==> src/hdl/calendar_clock_with_periodic_alarms_unit_assert.svh <==
// ----------------------------------------------------------------------------
// Assertion macros for the calendar clock unit
// Shared property templates. Each one is clocked on clk and disabled while
// rst_n is low.
// ----------------------------------------------------------------------------
`ifndef CALENDAR_CLOCK_WITH_PERIODIC_ALARMS_UNIT_ASSERT_SVH
`define CALENDAR_CLOCK_WITH_PERIODIC_ALARMS_UNIT_ASSERT_SVH

// The consequent holds in the same cycle as the antecedent.
`define CCPA_ASSERT_IMPLY(label, ante, cons, msg) \
    label: assert property (@(posedge clk) disable iff (!rst_n) (ante) |-> (cons)) \
        else $error(msg);

// The consequent holds in the cycle after the antecedent.
`define CCPA_ASSERT_NEXT(label, ante, cons, msg) \
    label: assert property (@(posedge clk) disable iff (!rst_n) (ante) |=> (cons)) \
        else $error(msg);

`endif

==> src/hdl/ccpa_pkg.sv <==
// ----------------------------------------------------------------------------
// Calendar clock package
// Widths, operation and register codes, payload types and calendar helper
// functions shared by the calendar clock unit.
// ----------------------------------------------------------------------------
package ccpa_pkg;

    // Alarm slots and configuration port
    localparam int SLOT_COUNT         = 4;
    localparam int NUM_ALARMS_DEFAULT = 4;
    localparam int CFG_INDEX_W        = 3;
    localparam int CFG_DATA_W         = 32;
    localparam int INTERVAL_W         = 32;

    // Seconds added by one tick
    localparam int SECONDS_PER_TICK = 1;

    // Field widths
    localparam int OP_W    = 2;
    localparam int SEC_W   = 6;
    localparam int MIN_W   = 6;
    localparam int HOUR_W  = 5;
    localparam int DAY_W   = 5;
    localparam int MONTH_W = 4;
    localparam int YEAR_W  = 14;

    // Field limits
    localparam int SEC_PER_MIN = 60;
    localparam int SEC_MAX     = 59;
    localparam int MIN_MAX     = 59;
    localparam int HOUR_MAX    = 23;
    localparam int DAY_MAX     = 30;
    localparam int MONTH_MAX   = 11;
    localparam int YEAR_MAX    = 9999;

    // Operation codes
    localparam logic [OP_W-1:0] OP_TICK     = 2'd0;
    localparam logic [OP_W-1:0] OP_SET_TIME = 2'd1;
    localparam logic [OP_W-1:0] OP_COLLECT  = 2'd2;

    // Register indexes; interval registers follow the enable register in slot order
    localparam logic [CFG_INDEX_W-1:0] REG_ALARM_ENABLE = 3'd0;
    localparam logic [CFG_INDEX_W-1:0] REG_INTERVAL_0   = 3'd1;

    // Zero-based month numbers that have short lengths
    localparam logic [MONTH_W-1:0] MONTH_FEB = 4'd1;
    localparam logic [MONTH_W-1:0] MONTH_APR = 4'd3;
    localparam logic [MONTH_W-1:0] MONTH_JUN = 4'd5;
    localparam logic [MONTH_W-1:0] MONTH_SEP = 4'd8;
    localparam logic [MONTH_W-1:0] MONTH_NOV = 4'd10;

    // Month lengths
    localparam logic [DAY_W-1:0] DAYS_LONG     = 5'd31;
    localparam logic [DAY_W-1:0] DAYS_SHORT    = 5'd30;
    localparam logic [DAY_W-1:0] DAYS_FEB      = 5'd28;
    localparam logic [DAY_W-1:0] DAYS_FEB_LEAP = 5'd29;

    // Divisibility by 25 over a 14-bit year: multiply by the inverse of 25
    // modulo 2^14 and the year is a multiple of 25 exactly when the low
    // product bits do not exceed floor((2^14 - 1) / 25).
    localparam logic [YEAR_W-1:0] YEAR_INV25        = 14'd7209;
    localparam logic [YEAR_W-1:0] YEAR_DIV25_LIMIT  = 14'd655;

    // Input request
    typedef struct packed {
        logic [OP_W-1:0]    operation;
        logic [SEC_W-1:0]   new_second;
        logic [MIN_W-1:0]   new_minute;
        logic [HOUR_W-1:0]  new_hour;
        logic [DAY_W-1:0]   new_day;
        logic [MONTH_W-1:0] new_month;
        logic [YEAR_W-1:0]  new_year;
    } ccpa_in_t;

    // Result
    typedef struct packed {
        logic [SEC_W-1:0]      second_now;
        logic [MIN_W-1:0]      minute_now;
        logic [HOUR_W-1:0]     hour_now;
        logic [DAY_W-1:0]      day_now;
        logic [MONTH_W-1:0]    month_now;
        logic [YEAR_W-1:0]     year_now;
        logic [SLOT_COUNT-1:0] alarms_fired;
    } ccpa_out_t;

    // Calendar time
    typedef struct packed {
        logic [SEC_W-1:0]   second;
        logic [MIN_W-1:0]   minute;
        logic [HOUR_W-1:0]  hour;
        logic [DAY_W-1:0]   day;
        logic [MONTH_W-1:0] month;
        logic [YEAR_W-1:0]  year;
    } ccpa_time_t;

    // Decoded request controls for the datapath blocks
    typedef struct packed {
        logic advance;
        logic tick;
        logic load_time;
        logic collect;
    } ccpa_ctrl_t;

    // Gregorian leap rule: divisible by 4, and not by 100 unless by 400.
    function automatic logic ccpa_is_leap(input logic [YEAR_W-1:0] year);
        logic [2*YEAR_W-1:0] prod;
        logic                div4;
        logic                div16;
        logic                div25;
        prod  = year * YEAR_INV25;
        div4  = (year[1:0] == 2'd0);
        div16 = (year[3:0] == 4'd0);
        div25 = (prod[YEAR_W-1:0] <= YEAR_DIV25_LIMIT);
        return div4 && (!div25 || div16);
    endfunction

    // Days in a month; codes past December count as long months.
    function automatic logic [DAY_W-1:0] ccpa_month_len(input logic [MONTH_W-1:0] month,
                                                        input logic leap);
        logic [DAY_W-1:0] len;
        if (month == MONTH_FEB)
        begin
            len = leap ? DAYS_FEB_LEAP : DAYS_FEB;
        end
        else if (month inside {MONTH_APR, MONTH_JUN, MONTH_SEP, MONTH_NOV})
        begin
            len = DAYS_SHORT;
        end
        else
        begin
            len = DAYS_LONG;
        end
        return len;
    endfunction

endpackage

==> src/hdl/ccpa_calendar.sv <==
// ----------------------------------------------------------------------------
// Calendar time keeper
// Holds seconds through years and works out the time after one request:
// a tick with its carry chain, or a load of all fields.
// ----------------------------------------------------------------------------
`include "calendar_clock_with_periodic_alarms_unit_assert.svh"

module ccpa_calendar (
    input  logic                 clk,
    input  logic                 rst_n,
    input  ccpa_pkg::ccpa_ctrl_t ctrl,
    input  ccpa_pkg::ccpa_in_t   req,
    output ccpa_pkg::ccpa_time_t time_after
);
    import ccpa_pkg::*;

    localparam int SEC_SUM_W = SEC_W + 1;
    localparam int MIN_INC_W = MIN_W + 1;
    localparam int HOUR_INC_W = HOUR_W + 1;
    localparam int DAY_INC_W = DAY_W + 1;
    localparam int MONTH_INC_W = MONTH_W + 1;
    localparam int YEAR_INC_W = YEAR_W + 1;

    ccpa_time_t              time_reg;
    ccpa_time_t              time_next;
    ccpa_time_t              time_tick;
    logic [SEC_SUM_W-1:0]    sec_sum;
    logic                    sec_carry;
    logic [MIN_INC_W-1:0]    min_inc;
    logic                    min_carry;
    logic [HOUR_INC_W-1:0]   hour_inc;
    logic                    hour_carry;
    logic [DAY_INC_W-1:0]    day_inc;
    logic [DAY_W-1:0]        month_len;
    logic                    day_roll;
    logic [MONTH_INC_W-1:0]  month_inc;
    logic                    month_carry;
    logic [YEAR_INC_W-1:0]   year_inc;

    // Tick: add the step to the seconds and ripple the carries upward.
    always_comb
    begin
        sec_sum   = {1'b0, time_reg.second} + SEC_SUM_W'(SECONDS_PER_TICK);
        sec_carry = (sec_sum > SEC_SUM_W'(SEC_MAX));
        // A loaded value above 59 plus the step stays below two minutes' worth.
        if (sec_sum >= SEC_SUM_W'(2 * SEC_PER_MIN))
        begin
            time_tick.second = SEC_W'(sec_sum - SEC_SUM_W'(2 * SEC_PER_MIN));
        end
        else if (sec_carry)
        begin
            time_tick.second = SEC_W'(sec_sum - SEC_SUM_W'(SEC_PER_MIN));
        end
        else
        begin
            time_tick.second = sec_sum[SEC_W-1:0];
        end

        min_inc          = {1'b0, time_reg.minute} + MIN_INC_W'(sec_carry);
        min_carry        = (min_inc > MIN_INC_W'(MIN_MAX));
        time_tick.minute = min_carry ? '0 : min_inc[MIN_W-1:0];

        hour_inc         = {1'b0, time_reg.hour} + HOUR_INC_W'(min_carry);
        hour_carry       = (hour_inc > HOUR_INC_W'(HOUR_MAX));
        time_tick.hour   = hour_carry ? '0 : hour_inc[HOUR_W-1:0];

        // The day is checked against the current month on every tick.
        month_len        = ccpa_month_len(time_reg.month, ccpa_is_leap(time_reg.year));
        day_inc          = {1'b0, time_reg.day} + DAY_INC_W'(hour_carry);
        day_roll         = (day_inc >= {1'b0, month_len});
        time_tick.day    = day_roll ? '0 : day_inc[DAY_W-1:0];

        month_inc        = {1'b0, time_reg.month} + MONTH_INC_W'(day_roll);
        month_carry      = (month_inc > MONTH_INC_W'(MONTH_MAX));
        time_tick.month  = month_carry ? '0 : month_inc[MONTH_W-1:0];

        year_inc         = {1'b0, time_reg.year} + YEAR_INC_W'(month_carry);
        time_tick.year   = (year_inc > YEAR_INC_W'(YEAR_MAX)) ? '0 : year_inc[YEAR_W-1:0];
    end

    // Time after the request in the execute stage.
    always_comb
    begin
        if (ctrl.load_time)
        begin
            time_after.second = req.new_second;
            time_after.minute = req.new_minute;
            time_after.hour   = req.new_hour;
            time_after.day    = req.new_day;
            time_after.month  = req.new_month;
            time_after.year   = req.new_year;
        end
        else if (ctrl.tick)
        begin
            time_after = time_tick;
        end
        else
        begin
            time_after = time_reg;
        end
        time_next = ctrl.advance ? time_after : time_reg;
    end

    // Time registers.
    always_ff @(posedge clk or negedge rst_n)
    begin
        if (!rst_n)
        begin
            time_reg <= '0;
        end
        else
        begin
            time_reg <= time_next;
        end
    end

    // Checks that a tick leaves every field in its normal range.
    `CCPA_ASSERT_NEXT(a_tick_in_range, ctrl.advance && ctrl.tick,
        time_reg.second <= SEC_W'(SEC_MAX) && time_reg.minute <= MIN_W'(MIN_MAX) &&
        time_reg.hour <= HOUR_W'(HOUR_MAX) && time_reg.day <= DAY_W'(DAY_MAX) &&
        time_reg.month <= MONTH_W'(MONTH_MAX) && time_reg.year <= YEAR_W'(YEAR_MAX),
        "calendar field out of range after a tick")

    // Collect and unknown operations leave the time alone.
    `CCPA_ASSERT_NEXT(a_hold_time, !ctrl.advance || (!ctrl.tick && !ctrl.load_time),
        time_reg == $past(time_reg), "calendar time changed without a tick or load")

endmodule

==> src/hdl/ccpa_alarms.sv <==
// ----------------------------------------------------------------------------
// Periodic alarm slots
// Enable and interval registers, one tick counter per slot and the pending
// mask that a collect request reports and clears.
// ----------------------------------------------------------------------------
`include "calendar_clock_with_periodic_alarms_unit_assert.svh"

module ccpa_alarms #(
    parameter int NUM_ALARMS = ccpa_pkg::NUM_ALARMS_DEFAULT
) (
    input  logic                               clk,
    input  logic                               rst_n,
    input  ccpa_pkg::ccpa_ctrl_t               ctrl,
    input  logic                               cfg_write_en,
    input  logic [ccpa_pkg::CFG_INDEX_W-1:0]   cfg_index,
    input  logic [ccpa_pkg::CFG_DATA_W-1:0]    cfg_data,
    output logic [ccpa_pkg::SLOT_COUNT-1:0]    alarms_fired
);
    import ccpa_pkg::*;

    // Slots past NUM_ALARMS or past the register set are never built.
    localparam int ACTIVE_SLOTS = (NUM_ALARMS < SLOT_COUNT) ? NUM_ALARMS : SLOT_COUNT;
    localparam logic [SLOT_COUNT-1:0] ACTIVE_MASK = SLOT_COUNT'((1 << ACTIVE_SLOTS) - 1);

    logic [SLOT_COUNT-1:0] enable_reg;
    logic [SLOT_COUNT-1:0] enable_next;
    logic [SLOT_COUNT-1:0] pending_reg;
    logic [SLOT_COUNT-1:0] pending_next;
    logic [SLOT_COUNT-1:0] changed;
    logic [SLOT_COUNT-1:0] fire_vec;
    logic                  enable_wr;

    // Enable register write; slots whose bit flips are restarted.
    always_comb
    begin
        enable_wr   = cfg_write_en && (cfg_index == REG_ALARM_ENABLE);
        changed     = enable_wr ? (cfg_data[SLOT_COUNT-1:0] ^ enable_reg) : '0;
        enable_next = enable_wr ? cfg_data[SLOT_COUNT-1:0] : enable_reg;
    end

    // Per-slot interval register and tick counter.
    for (genvar k = 0; k < SLOT_COUNT; k++)
    begin : g_slot
        if (k < ACTIVE_SLOTS)
        begin : g_active
            logic [INTERVAL_W-1:0] interval_reg;
            logic [INTERVAL_W-1:0] interval_next;
            logic [INTERVAL_W-1:0] count_reg;
            logic [INTERVAL_W-1:0] count_next;
            logic [INTERVAL_W-1:0] count_inc;
            logic                  interval_wr;
            logic                  counting;

            assign count_inc   = count_reg + INTERVAL_W'(1);
            assign counting    = ctrl.advance && ctrl.tick && enable_reg[k];
            assign fire_vec[k] = counting && (count_inc >= interval_reg);

            always_comb
            begin
                interval_wr   = cfg_write_en && (cfg_index == CFG_INDEX_W'(REG_INTERVAL_0 + k));
                interval_next = interval_wr ? cfg_data[INTERVAL_W-1:0] : interval_reg;
                if (changed[k])
                begin
                    count_next = '0;
                end
                else if (counting)
                begin
                    count_next = fire_vec[k] ? '0 : count_inc;
                end
                else
                begin
                    count_next = count_reg;
                end
            end

            always_ff @(posedge clk or negedge rst_n)
            begin
                if (!rst_n)
                begin
                    interval_reg <= '0;
                    count_reg    <= '0;
                end
                else
                begin
                    interval_reg <= interval_next;
                    count_reg    <= count_next;
                end
            end
        end
        else
        begin : g_absent
            assign fire_vec[k] = 1'b0;
        end
    end

    // Pending mask: an enable write drops restarted flags; else collect clears all.
    always_comb
    begin
        pending_next = pending_reg;
        if (enable_wr)
        begin
            pending_next = pending_reg & ~changed;
        end
        else if (ctrl.advance)
        begin
            pending_next = ctrl.collect ? '0 : (pending_reg | fire_vec);
        end
    end

    // A collect reports the mask before it is cleared; a tick includes new firings.
    assign alarms_fired = pending_reg | fire_vec;

    always_ff @(posedge clk or negedge rst_n)
    begin
        if (!rst_n)
        begin
            enable_reg  <= '0;
            pending_reg <= '0;
        end
        else
        begin
            enable_reg  <= enable_next;
            pending_reg <= pending_next;
        end
    end

    // A slot can only be pending while it is enabled and built.
    `CCPA_ASSERT_IMPLY(a_pending_enabled, 1'b1,
        (pending_reg & ~(enable_reg & ACTIVE_MASK)) == '0,
        "alarm pending on a disabled or absent slot")

    // A collect empties the pending mask.
    `CCPA_ASSERT_NEXT(a_collect_clears, ctrl.advance && ctrl.collect && !cfg_write_en,
        pending_reg == '0, "pending mask not cleared by collect")

endmodule

==> src/hdl/calendar_clock_with_periodic_alarms_unit.sv <==
// ----------------------------------------------------------------------------
// Calendar clock with periodic alarms
// Keeps seconds, minutes, hours, zero-based day and month, and year, and
// counts ticks for up to four periodic alarm slots.
// - Input channel (in_valid, in_stall, in_data) takes one request per
//   cycle while in_stall is low: a tick, a time load, or a collect that
//   reports and clears the pending alarm mask.
// - Every request yields exactly one result on (out_valid, out_stall,
//   out_data): the time after the request and the pending alarm mask.
// - The request lands in the input register; once the result register is
//   free, the update writes the new state and the result register.
// - Throughput is one request per cycle while out_stall is low; each update
//   is one pass of carry and compare logic between input and result registers.
// - When out_stall holds the result, one more request can still be taken
//   into the input register; in_stall rises only when both are full.
// - The configuration port writes the alarm enable and interval registers;
//   write only while no request is in flight.
// - Reset clears the time, the alarm counters, the pending mask and all
//   configuration registers.
// ----------------------------------------------------------------------------
`include "calendar_clock_with_periodic_alarms_unit_assert.svh"

module calendar_clock_with_periodic_alarms_unit #(
    parameter int NUM_ALARMS = ccpa_pkg::NUM_ALARMS_DEFAULT
) (
    input  logic                              clk,
    input  logic                              rst_n,
    input  logic                              in_valid,
    output logic                              in_stall,
    input  ccpa_pkg::ccpa_in_t                in_data,
    output logic                              out_valid,
    input  logic                              out_stall,
    output ccpa_pkg::ccpa_out_t               out_data,
    input  logic                              cfg_write_en,
    input  logic [ccpa_pkg::CFG_INDEX_W-1:0]  cfg_index,
    input  logic [ccpa_pkg::CFG_DATA_W-1:0]   cfg_data
);
    import ccpa_pkg::*;

    logic                  s1_valid_reg;
    logic                  s1_valid_next;
    ccpa_in_t              s1_data_reg;
    logic                  out_valid_reg;
    logic                  out_valid_next;
    ccpa_out_t             out_data_reg;
    ccpa_out_t             result;
    ccpa_ctrl_t            ctrl;
    ccpa_time_t            time_after;
    logic [SLOT_COUNT-1:0] fired;
    logic                  out_free;
    logic                  advance;
    logic                  in_take;

    // Pipeline flow: the execute step runs when the result register is free.
    always_comb
    begin
        out_free       = !out_valid_reg || !out_stall;
        advance        = s1_valid_reg && out_free;
        in_stall       = s1_valid_reg && !out_free;
        in_take        = in_valid && !in_stall;
        s1_valid_next  = in_take || (s1_valid_reg && !advance);
        out_valid_next = advance || (out_valid_reg && !out_free);
    end

    // Request decode for the datapath blocks.
    always_comb
    begin
        ctrl.advance   = advance;
        ctrl.tick      = (s1_data_reg.operation == OP_TICK);
        ctrl.load_time = (s1_data_reg.operation == OP_SET_TIME);
        ctrl.collect   = (s1_data_reg.operation == OP_COLLECT);
    end

    ccpa_calendar u_calendar (
        .clk        (clk),
        .rst_n      (rst_n),
        .ctrl       (ctrl),
        .req        (s1_data_reg),
        .time_after (time_after)
    );

    ccpa_alarms #(
        .NUM_ALARMS (NUM_ALARMS)
    ) u_alarms (
        .clk          (clk),
        .rst_n        (rst_n),
        .ctrl         (ctrl),
        .cfg_write_en (cfg_write_en),
        .cfg_index    (cfg_index),
        .cfg_data     (cfg_data),
        .alarms_fired (fired)
    );

    // Result assembly.
    always_comb
    begin
        result.second_now   = time_after.second;
        result.minute_now   = time_after.minute;
        result.hour_now     = time_after.hour;
        result.day_now      = time_after.day;
        result.month_now    = time_after.month;
        result.year_now     = time_after.year;
        result.alarms_fired = fired;
    end

    // Handshake state.
    always_ff @(posedge clk or negedge rst_n)
    begin
        if (!rst_n)
        begin
            s1_valid_reg  <= 1'b0;
            out_valid_reg <= 1'b0;
        end
        else
        begin
            s1_valid_reg  <= s1_valid_next;
            out_valid_reg <= out_valid_next;
        end
    end

    // Payload registers.
    always_ff @(posedge clk)
    begin
        if (in_take)
        begin
            s1_data_reg <= in_data;
        end
        if (advance)
        begin
            out_data_reg <= result;
        end
    end

    assign out_valid = out_valid_reg;
    assign out_data  = out_data_reg;

    // Every executed request shows up as a result.
    `CCPA_ASSERT_NEXT(a_result_loaded, advance, out_valid_reg,
        "executed request produced no result")

    // A request waiting for the result register keeps its place and contents.
    `CCPA_ASSERT_NEXT(a_s1_holds, s1_valid_reg && !advance,
        s1_valid_reg && $stable(s1_data_reg), "waiting request lost or changed")

endmodule
==> config.mk <==
export PLATFORM = sky130hd
export DESIGN_NAME = calendar_clock_with_periodic_alarms_unit
export DESIGN_NICKNAME = d
export VERILOG_FILES = /design/src/hdl/ccpa_pkg.sv /design/src/hdl/ccpa_calendar.sv /design/src/hdl/ccpa_alarms.sv /design/src/hdl/calendar_clock_with_periodic_alarms_unit.sv
export VERILOG_INCLUDE_DIRS = /design/src /design/src/hdl
export SDC_FILE = /design/constraint.sdc
export NUM_CORES = 1
export LEC_CHECK = 0
export BUFFER_PORTS_ARGS = -buffer_cell sky130_fd_sc_hd__buf_2
export CAP_MARGIN = 20
export CORE_AREA = 8 8 341 243
export CTS_BUF_LIST = sky130_fd_sc_hd__clkbuf_4
export CTS_CLUSTER_DIAMETER = 150
export CTS_CLUSTER_SIZE = 24
export DETAILED_ROUTE_END_ITERATION = 8
export DIE_AREA = 0 0 349 251
export GPL_ROUTABILITY_DRIVEN = 0
export SETUP_SLACK_MARGIN = 0.5
export SYNTH_ARGS = -nofsm -noshare
export SYNTH_HDL_FRONTEND = slang
export SYNTH_SLANG_ARGS = --single-unit
==> constraint.sdc <==
create_clock -name clk -period 27.6 [get_ports clk]
set_clock_uncertainty 0.2 [all_clocks]
set_input_delay 5.52 -clock clk [delete_from_list [all_inputs] [get_ports clk]]
set_output_delay 5.52 -clock clk [all_outputs]
set_load 0.005 [all_outputs]
== Word-level counts from Yosys, hierarchy flattened ==
Index checks and enable logic that the tools add are counted.
Word-level totals
  memory bits (writable): 0
  bits in latches: 0
  ROM bits: 0
  memories kept: 0
  register bits: 392
  logic and storage cells: 140
Operators by class
  multiplexer cells: 28
  $mul: 1
  add/sub/neg operators: 12
  equality and inequality tests: 11
  bitwise operators: 4
  reduce and logical (&&, ||, !) cells: 40
  div/mod/pow operators: 0
  shift-type cells: 0
  $lt $le $gt $ge: 12
Operators by type and width (count)
  2-to-1 mux 32 bit: 12
  adder 32 x 1 -> 32 bit, second input constant: 4
  greater-or-equal comparator 32 bit: 4
  2-to-1 mux 40 bit: 2
  logical AND 1 bit: 20
  2-to-1 mux 4 bit: 5
  2-to-1 mux 6 bit: 3
  adder 14 x 1 -> 15 bit: 1
  > comparator 15 x 14 -> 1 bit, second input constant: 1
  2-to-1 mux 5 bit: 3
  > comparator 7 x 6 -> 1 bit, second input constant: 2
  less-or-equal comparator 14 x 10 -> 1 bit, second input constant: 1
  multiplier 14 x 13 -> 14 bit, second input constant: 1
  2-to-1 mux 14 bit: 1
  adder 5 x 1 -> 6 bit: 2
  subtractor 6 bit, second input constant: 2
  nonzero test 2 bit: 5
  == test 4 bit, second input constant: 2
  adder 6 x 1 -> 7 bit: 1
  adder 6 x 1 -> 7 bit, second input constant: 1
  greater-or-equal comparator 7 bit, second input constant: 1
  == test 3 x 2 -> 1 bit, second input constant: 2
  greater-or-equal comparator 6 x 5 -> 1 bit: 1
  > comparator 6 x 5 -> 1 bit, second input constant: 1
  20 further kinds: 30

== Logic depth before layout (Yosys ltp) ==
Gate-level depths: netlist of the first run.
  depth after elaboration: 15
  depth in mapped cells: 49
  gate-level depth less buffers: 47

== Modules after synthesis ==
From an unflattened synthesis of the first run, not the netlist that was laid out.
Unflattened totals
  cell total of the unflattened synthesis: 2355
  area, all modules: 23273.6 um^2
Modules (own cells, without submodules)
  ccpa_alarms: area each 15586.2 um^2, times used 1, cells an instance 1624
  ccpa_calendar: area each 4996.0 um^2, times used 1, cells an instance 634
  calendar_clock_with_periodic_alarms_unit: area each 2691.3 um^2, times used 1, cells an instance 97

== Least setup slack after synthesis of the first run ==
OpenSTA, ideal clock, no wires.
  path type: input to output
  start point: in out_stall
  end point: out in_stall
  arrival time: 5.665 ns
  required time: 21.880 ns
  path buffers: 0
  stages: 2
  setup slack: 16.215 ns
  path through: nand3_1 inv_1
Between the ends
  longest elaborated chain between the ends: 4
Ends and longest elaborated chain
  from (decl): RTL line calendar_clock_with_periodic_alarms_unit.sv:32  | input logic out_stall,
  zero test 1 bit: RTL line calendar_clock_with_periodic_alarms_unit.sv:57  | out_free = !out_valid_reg || !out_stall;
  logical OR 1 bit: RTL line calendar_clock_with_periodic_alarms_unit.sv:57
  zero test 1 bit: RTL line calendar_clock_with_periodic_alarms_unit.sv:59  | in_stall = s1_valid_reg && !out_free;
  logical AND 1 bit: RTL line calendar_clock_with_periodic_alarms_unit.sv:59
  to (decl): RTL line calendar_clock_with_periodic_alarms_unit.sv:29  | output logic in_stall,
No other way between the ends.

== Final worst setup path of the first run ==
Same ends and word-level chain as after synthesis.

==> flow_summary.json, run 1 <==
{
  "outcome": "finished clean",
  "path_common_cell": "buf_2",
  "clkTransAtPathRegs_ns": 0.25,
  "initial_core_util_pct": 29.6,
  "max_cap_violations": 0,
  "area_delta_synth_final_pct": 8.64,
  "worst_pin_slew_ns": 1.14,
  "cts_tree": "built",
  "switching_share_pct": 38.8,
  "syn_inst": 2373,
  "grt_pass1_wl_um": 94500,
  "synth-edff-count": 86,
  "wl_per_cell_um": 16.9,
  "p_leak_nw": 11.5,
  "cts_buffer_depth": 3,
  "sequentialPowerShare_pct": 45.5,
  "power_frac_comb_pct": 40.5,
  "synth_ff_type": "dfrtp_1",
  "path_cells": "buf_2 -> nand3_1 -> inv_1 -> buf_2",
  "crit_type": "in -> out",
  "drc": 0,
  "netlist.area_leader.share_pct": 33.2,
  "via_per_inst": 4.95,
  "final_cells": 3502,
  "grt_pass1_vias": 16200,
  "netlist_area_um2": 23100,
  "slowest_stage": "buf_2",
  "synth_warnings": 0,
  "synthTopCellsByCount": "dfrtp_1, nand2_1, o21ai_0",
  "slew_headroom_pct": 23.6,
  "drt-initial-drc-count": 1478,
  "p_per_area_nw_per_um2": 67.4,
  "cts.sinks": 392,
  "grt_overflow": 0,
  "worst-path-max-fanout": 3,
  "dieArea_um2": 87600,
  "intPower_mw": 1.03,
  "end_kind": "output pin",
  "period_minus_slack_ns": 11.61,
  "synth.top_cells.by_area": "dfrtp_1, edfxtp_1, ha_1",
  "yosys.cell_types.count": 85,
  "vias": 17300,
  "max_freq_ghz": 0.0862,
  "cts_root_buf": "clkbuf_4",
  "num_rows": 86,
  "crit_required_ns": 21.88,
  "utilization_pct": 32.2,
  "maxSlewViolCount": 0,
  "cp.arrival_ns": 5.89,
  "antenna_left": 0,
  "port_buffers": 127,
  "synth_area_per_cell_um2": 9.72,
  "pwr-share-clk_pct": 14.0,
  "yosysSeqAreaShare_pct": 44.4,
  "ys_seq_elements": 392,
  "slowest_delay_ns": 0.12,
  "wirelength_um": 59200,
  "die_h_um": 251,
  "die_x_um": 349,
  "post_cts_buffers": 0,
  "hold_violations": 0,
  "synth_nets": 2656,
  "grt_max_degree": 122,
  "tns_ns": 0,
  "ir_drop_mv": 0.103,
  "firstDrtPassIters": 6,
  "io_pins": 128,
  "setup_violations": 0,
  "power.switching_uw": 655,
  "clock_latency_ns": 0.83,
  "post-route-period-util_pct": 42.1,
  "holdBufCountCts": 0,
  "worst_hold_slack_ns": 0.331,
  "synth.most_common_cell": "dfrtp_1",
  "fin_nets": 2717,
  "layout-drive-gt1-share_pct": 11.0,
  "antenna_found_initial": 7,
  "cts.repair.resized": 0,
  "numCtsBuffers": 20,
  "async_flop_share_pct": 78.1,
  "core_um2": 77800,
  "power.total_mw": 1.69,
  "cp-start-kind": "input pin",
  "placed_cells": 3464,
  "dp_hpwl_um": 43500,
  "hp-class": "reg -> reg",
  "yosys.area.top_type": "dfrtp_1",
  "grt_usage_pct": 13.2,
  "rsz0062_at_grt": "no",
  "ctsHtreeMaxLevel": 1
}
[path summary, 6_finish.rpt]
check                                                     from  slack (ns)                                                       end  depth (start not counted)
setup / recovery                                     out_stall       15.99                                                  in_stall                          4
hold / removal                          s1_valid_reg$_DFF_PN0_        0.33                                                  register                          1
setup reg to reg           u_calendar.time_reg[36]$_DFFE_PN0P_       17.10                                     out_data[7]$_DFFE_PP_                         44
hold reg to reg                         s1_valid_reg$_DFF_PN0_        0.33                                                  register                          1
max in group asynchronous                                rst_n       21.08  u_alarms.g_slot[3].g_active.interval_reg[30]$_DFFE_PN0P_                          2
min in group asynchronous                                rst_n        4.54   u_alarms.g_slot[2].g_active.interval_reg[3]$_DFFE_PN0P_                          1
[per-stage QoR]
stage / instance area (um2) / worst slack [ns]
detailed placement: 24700 / 15.99
global route: 25100 / 15.96
finish: 25100 / 15.99
floorplan: 23100 / 16.22
global placement: 24700 / 15.96
CTS: 25000 / 15.99
[cells by family (layout without fill, tap and decap cells)]
family                   after synthesis  after routing  synth area share (%)
AND/OR/NAND/NOR                      712            712                  15.2
multiplexers                          55             55                  2.67
flip-flops                           392            392                  44.4
AO/OA/AOI/OAI                        577            577                  16.3
XOR/XNOR                             129            129                  4.90
other                                  0              2                     0
adder cells (fa/ha/maj)              202            202                  11.3
buffers and inverters                306            377                  5.18
[worst max-delay path: cells and delay by family]
kind	cells	cell delay [ns]
AND/OR/NAND/NOR	1	0.10
buffers and inverters	3	0.27
[area by class of cell]
cell class / count / area, um2
clock buffer: 31 / 233
timing repair buffer: 149 / 851
clock inverter: 1 / 16.3
multi-input combinational: 1675 / 11700
fill: 7953 / 52700
inverter: 196 / 736
tap: 1056 / 1320
sequential: 392 / 10200
antenna: 2 / 5.00
[power by group through the flow]
stage / logic, mW / registers, mW / clock network [mW]
6_report: 0.685 / 0.768 / 0.237
5_1_grt: 0.802 / 0.782 / 0.268
4_1_cts: 0.691 / 0.767 / 0.253
3_5_place_dp: 0.686 / 0.779 / 0
3_3_place_gp: 0.677 / 0.777 / 0
2_1_floorplan: 0.537 / 0.742 / 0
[layer usage]
| layer | part of all wire [%] | global-route usage [%] | up-vias |
|---|---|---|---|
| li1 | - | - | 8575 |
| met1 | 53 | 21.0 | 8356 |
| met2 | 40 | 18.6 | 345 |
| met3 | 5.4 | 2.50 | 55 |
| met4 | 1.2 | 1.62 | 8 |
| met5 | 0.074 | 0 | - |
[cells in the final DEF (no fill, tap or decap), types with 52 or more instances in the layout]
cell / n
dfrtp_1: 306
buf_2: 126
mux2_2: 52
inv_1: 195
nand2_1: 271
nor2_1: 96
a21oi_1: 101
o21ai_0: 197
xnor2_1: 81
edfxtp_1: 86
ha_1: 190
nand3_1: 81
(Power assumes the default switching activity.)
==> inputs of run 2 (changes only) <==
Clock period 27.6 ns to 10.98 ns, I/O delays scaled along.
==> flow_summary.json, run 2 (synthesis gave the netlist of run 1 again) <==
{
  "grt_max_degree": 78,
  "core_um2": 77800,
  "holdCritStartpoint": "s1_valid_reg$_DFF_PN0_",
  "maxSlewViolCount": 0,
  "firstDrtPassIters": 5,
  "holdBufCountCts": 0,
  "dieArea_um2": 87600,
  "sequentialPowerShare_pct": 45.3,
  "post-place-ws_ns": 0.697,
  "cts_tree": "built",
  "dp_hpwl_um": 43800,
  "grt_pass1_wl_um": 94700,
  "cts_root_buf": "clkbuf_4",
  "wirelength_um": 59800,
  "power.switching_mw": 1.67,
  "switching_share_pct": 38.9,
  "ctsHtreeMaxLevel": 1,
  "mostFrequentLayoutCell": "dfrtp_1",
  "crit_required_ns": 11.43,
  "intPower_mw": 2.62,
  "period_minus_slack_ns": 9.80,
  "io_pins": 128,
  "final_cell_mix": "dfrtp_1, nand2_1, o21ai_0",
  "wl_per_cell_um": 17.0,
  "vias": 17400,
  "fin_nets": 2722,
  "ir_drop_mv": 0.235,
  "area_delta_synth_final_pct": 9.11,
  "r2r_cells": 46,
  "p_per_area_nw_per_um2": 170,
  "numCtsBuffers": 20,
  "slowest_delay_ns": 0.48,
  "clkTransAtPathRegs_ns": 0.29,
  "drt-initial-drc-count": 1580,
  "n_fill_cell": 7953,
  "rrSetupSlack_ns": 1.18,
  "via_per_inst": 4.95,
  "max_freq_ghz": 0.102,
  "slew_headroom_pct": 26.2,
  "worst_pin_slew_ns": 1.10,
  "initial_core_util_pct": 29.6,
  "die_x_um": 349,
  "cts_buffer_depth": 3,
  "worst-path-max-fanout": 11,
  "port_buffers": 127,
  "path_common_cell": "ha_1",
  "rsz0062_at_grt": "no",
  "end_kind": "register",
  "r2r-end": "out_data[9]$_DFFE_PP_",
  "max_cap_violations": 0,
  "pwr-share-clk_pct": 13.8,
  "p_leak_nw": 11.5,
  "timing.final.ws_setup_ns": 1.18,
  "num_rows": 86,
  "hold_violations": 0,
  "die_h_um": 251,
  "power_frac_comb_pct": 40.9,
  "drc": 0,
  "clock_latency_ns": 0.84,
  "cts.sinks": 392,
  "crit_type": "reg -> reg",
  "tns_ns": 0,
  "grt_overflow": 0,
  "setup_violations": 0,
  "outcome": "finished clean",
  "hp-class": "reg -> reg",
  "cp.arrival_ns": 10.25,
  "worstHoldPathCells": 1,
  "grt_usage_pct": 13.2,
  "post-route-period-util_pct": 89.3,
  "layout-drive-gt1-share_pct": 11.4,
  "grt_pass1_vias": 16100,
  "r2r-start": "u_calendar.time_reg[35]$_DFFE_PN0P_",
  "antenna_left": 0,
  "cp-start-kind": "register",
  "antenna_found_initial": 6,
  "worst_hold_slack_ns": 0.315,
  "slowest_stage": "dfrtp_2"
}
## run 2: cell type report
class / count / area [um2] / area share, %
clock buffer: 29 / 218 / 0.865
tap: 1056 / 1320 / 5.25
inverter: 196 / 736 / 2.92
sequential: 392 / 10200 / 40.7
multi-input combinational: 1675 / 11700 / 46.6
antenna: 8 / 20.0 / 0.0796
timing repair buffer: 154 / 882 / 3.51
clock inverter: 2 / 20.0 / 0.0796
## run 2: repair_timing
action                                  in CTS  in global routing
endpoints found under the setup margin       0                 28
resized for setup                            0                 12
setup buffers                                0                  5
## run 2: through the flow
stage                     util, %  area (um2)  power [mW]  instances
after floorplan                 -       23100        3.22       2373
after global placement       31.8       24700        3.65       3465
after detailed placement     31.8       24700        3.69       3465
after CTS                    32.1       25000        4.30       3496
after global routing         32.3       25100        4.67       3505
final                        32.3       25200        4.28       3512
## run 2: worst max path at each step
stage | start | to | slack, ns | cells after the start
floorplan | u_calendar.time_reg[34]$_DFFE_PN0P_ | out_data[12]$_DFFE_PP_ | 2.30 | 47
global placement | u_calendar.time_reg[34]$_DFFE_PN0P_ | out_data[13]$_DFFE_PP_ | 0.89 | 46
detailed placement | u_calendar.time_reg[34]$_DFFE_PN0P_ | out_data[13]$_DFFE_PP_ | 0.70 | 46
CTS | u_calendar.time_reg[34]$_DFFE_PN0P_ | out_data[16]$_DFFE_PP_ | 0.59 | 46
global route | u_calendar.time_reg[35]$_DFFE_PN0P_ | out_data[9]$_DFFE_PP_ | 0.48 | 46
finish | u_calendar.time_reg[35]$_DFFE_PN0P_ | out_data[9]$_DFFE_PP_ | 1.18 | 46
## run 2: worst max-delay path: cells and delay by family, from the launching register on
kind / cells / cell delay (ns)
simple gates: 10 / 1.49
buf+inv: 5 / 0.62
xor+xnor: 1 / 0.20
compound gates: 16 / 3.16
fa+ha+maj: 14 / 3.41
flops: 1 / 0.48
## run 2: layer usage
layer	GRT usage [%]	routed length, um
met3	2.24	3080
met4	2.17	944
met5	0	27
met1	21.1	31500
met2	18.5	24300
## run 2: power by group through the flow
stage	sequential (mW)	clock (mW)	combinational, mW
after floorplan	1.87	0	1.35
after global placement	1.96	0	1.68
after detailed placement	1.96	0	1.73
after CTS	1.93	0.622	1.74
after global routing	1.98	0.664	2.03
final	1.94	0.589	1.75
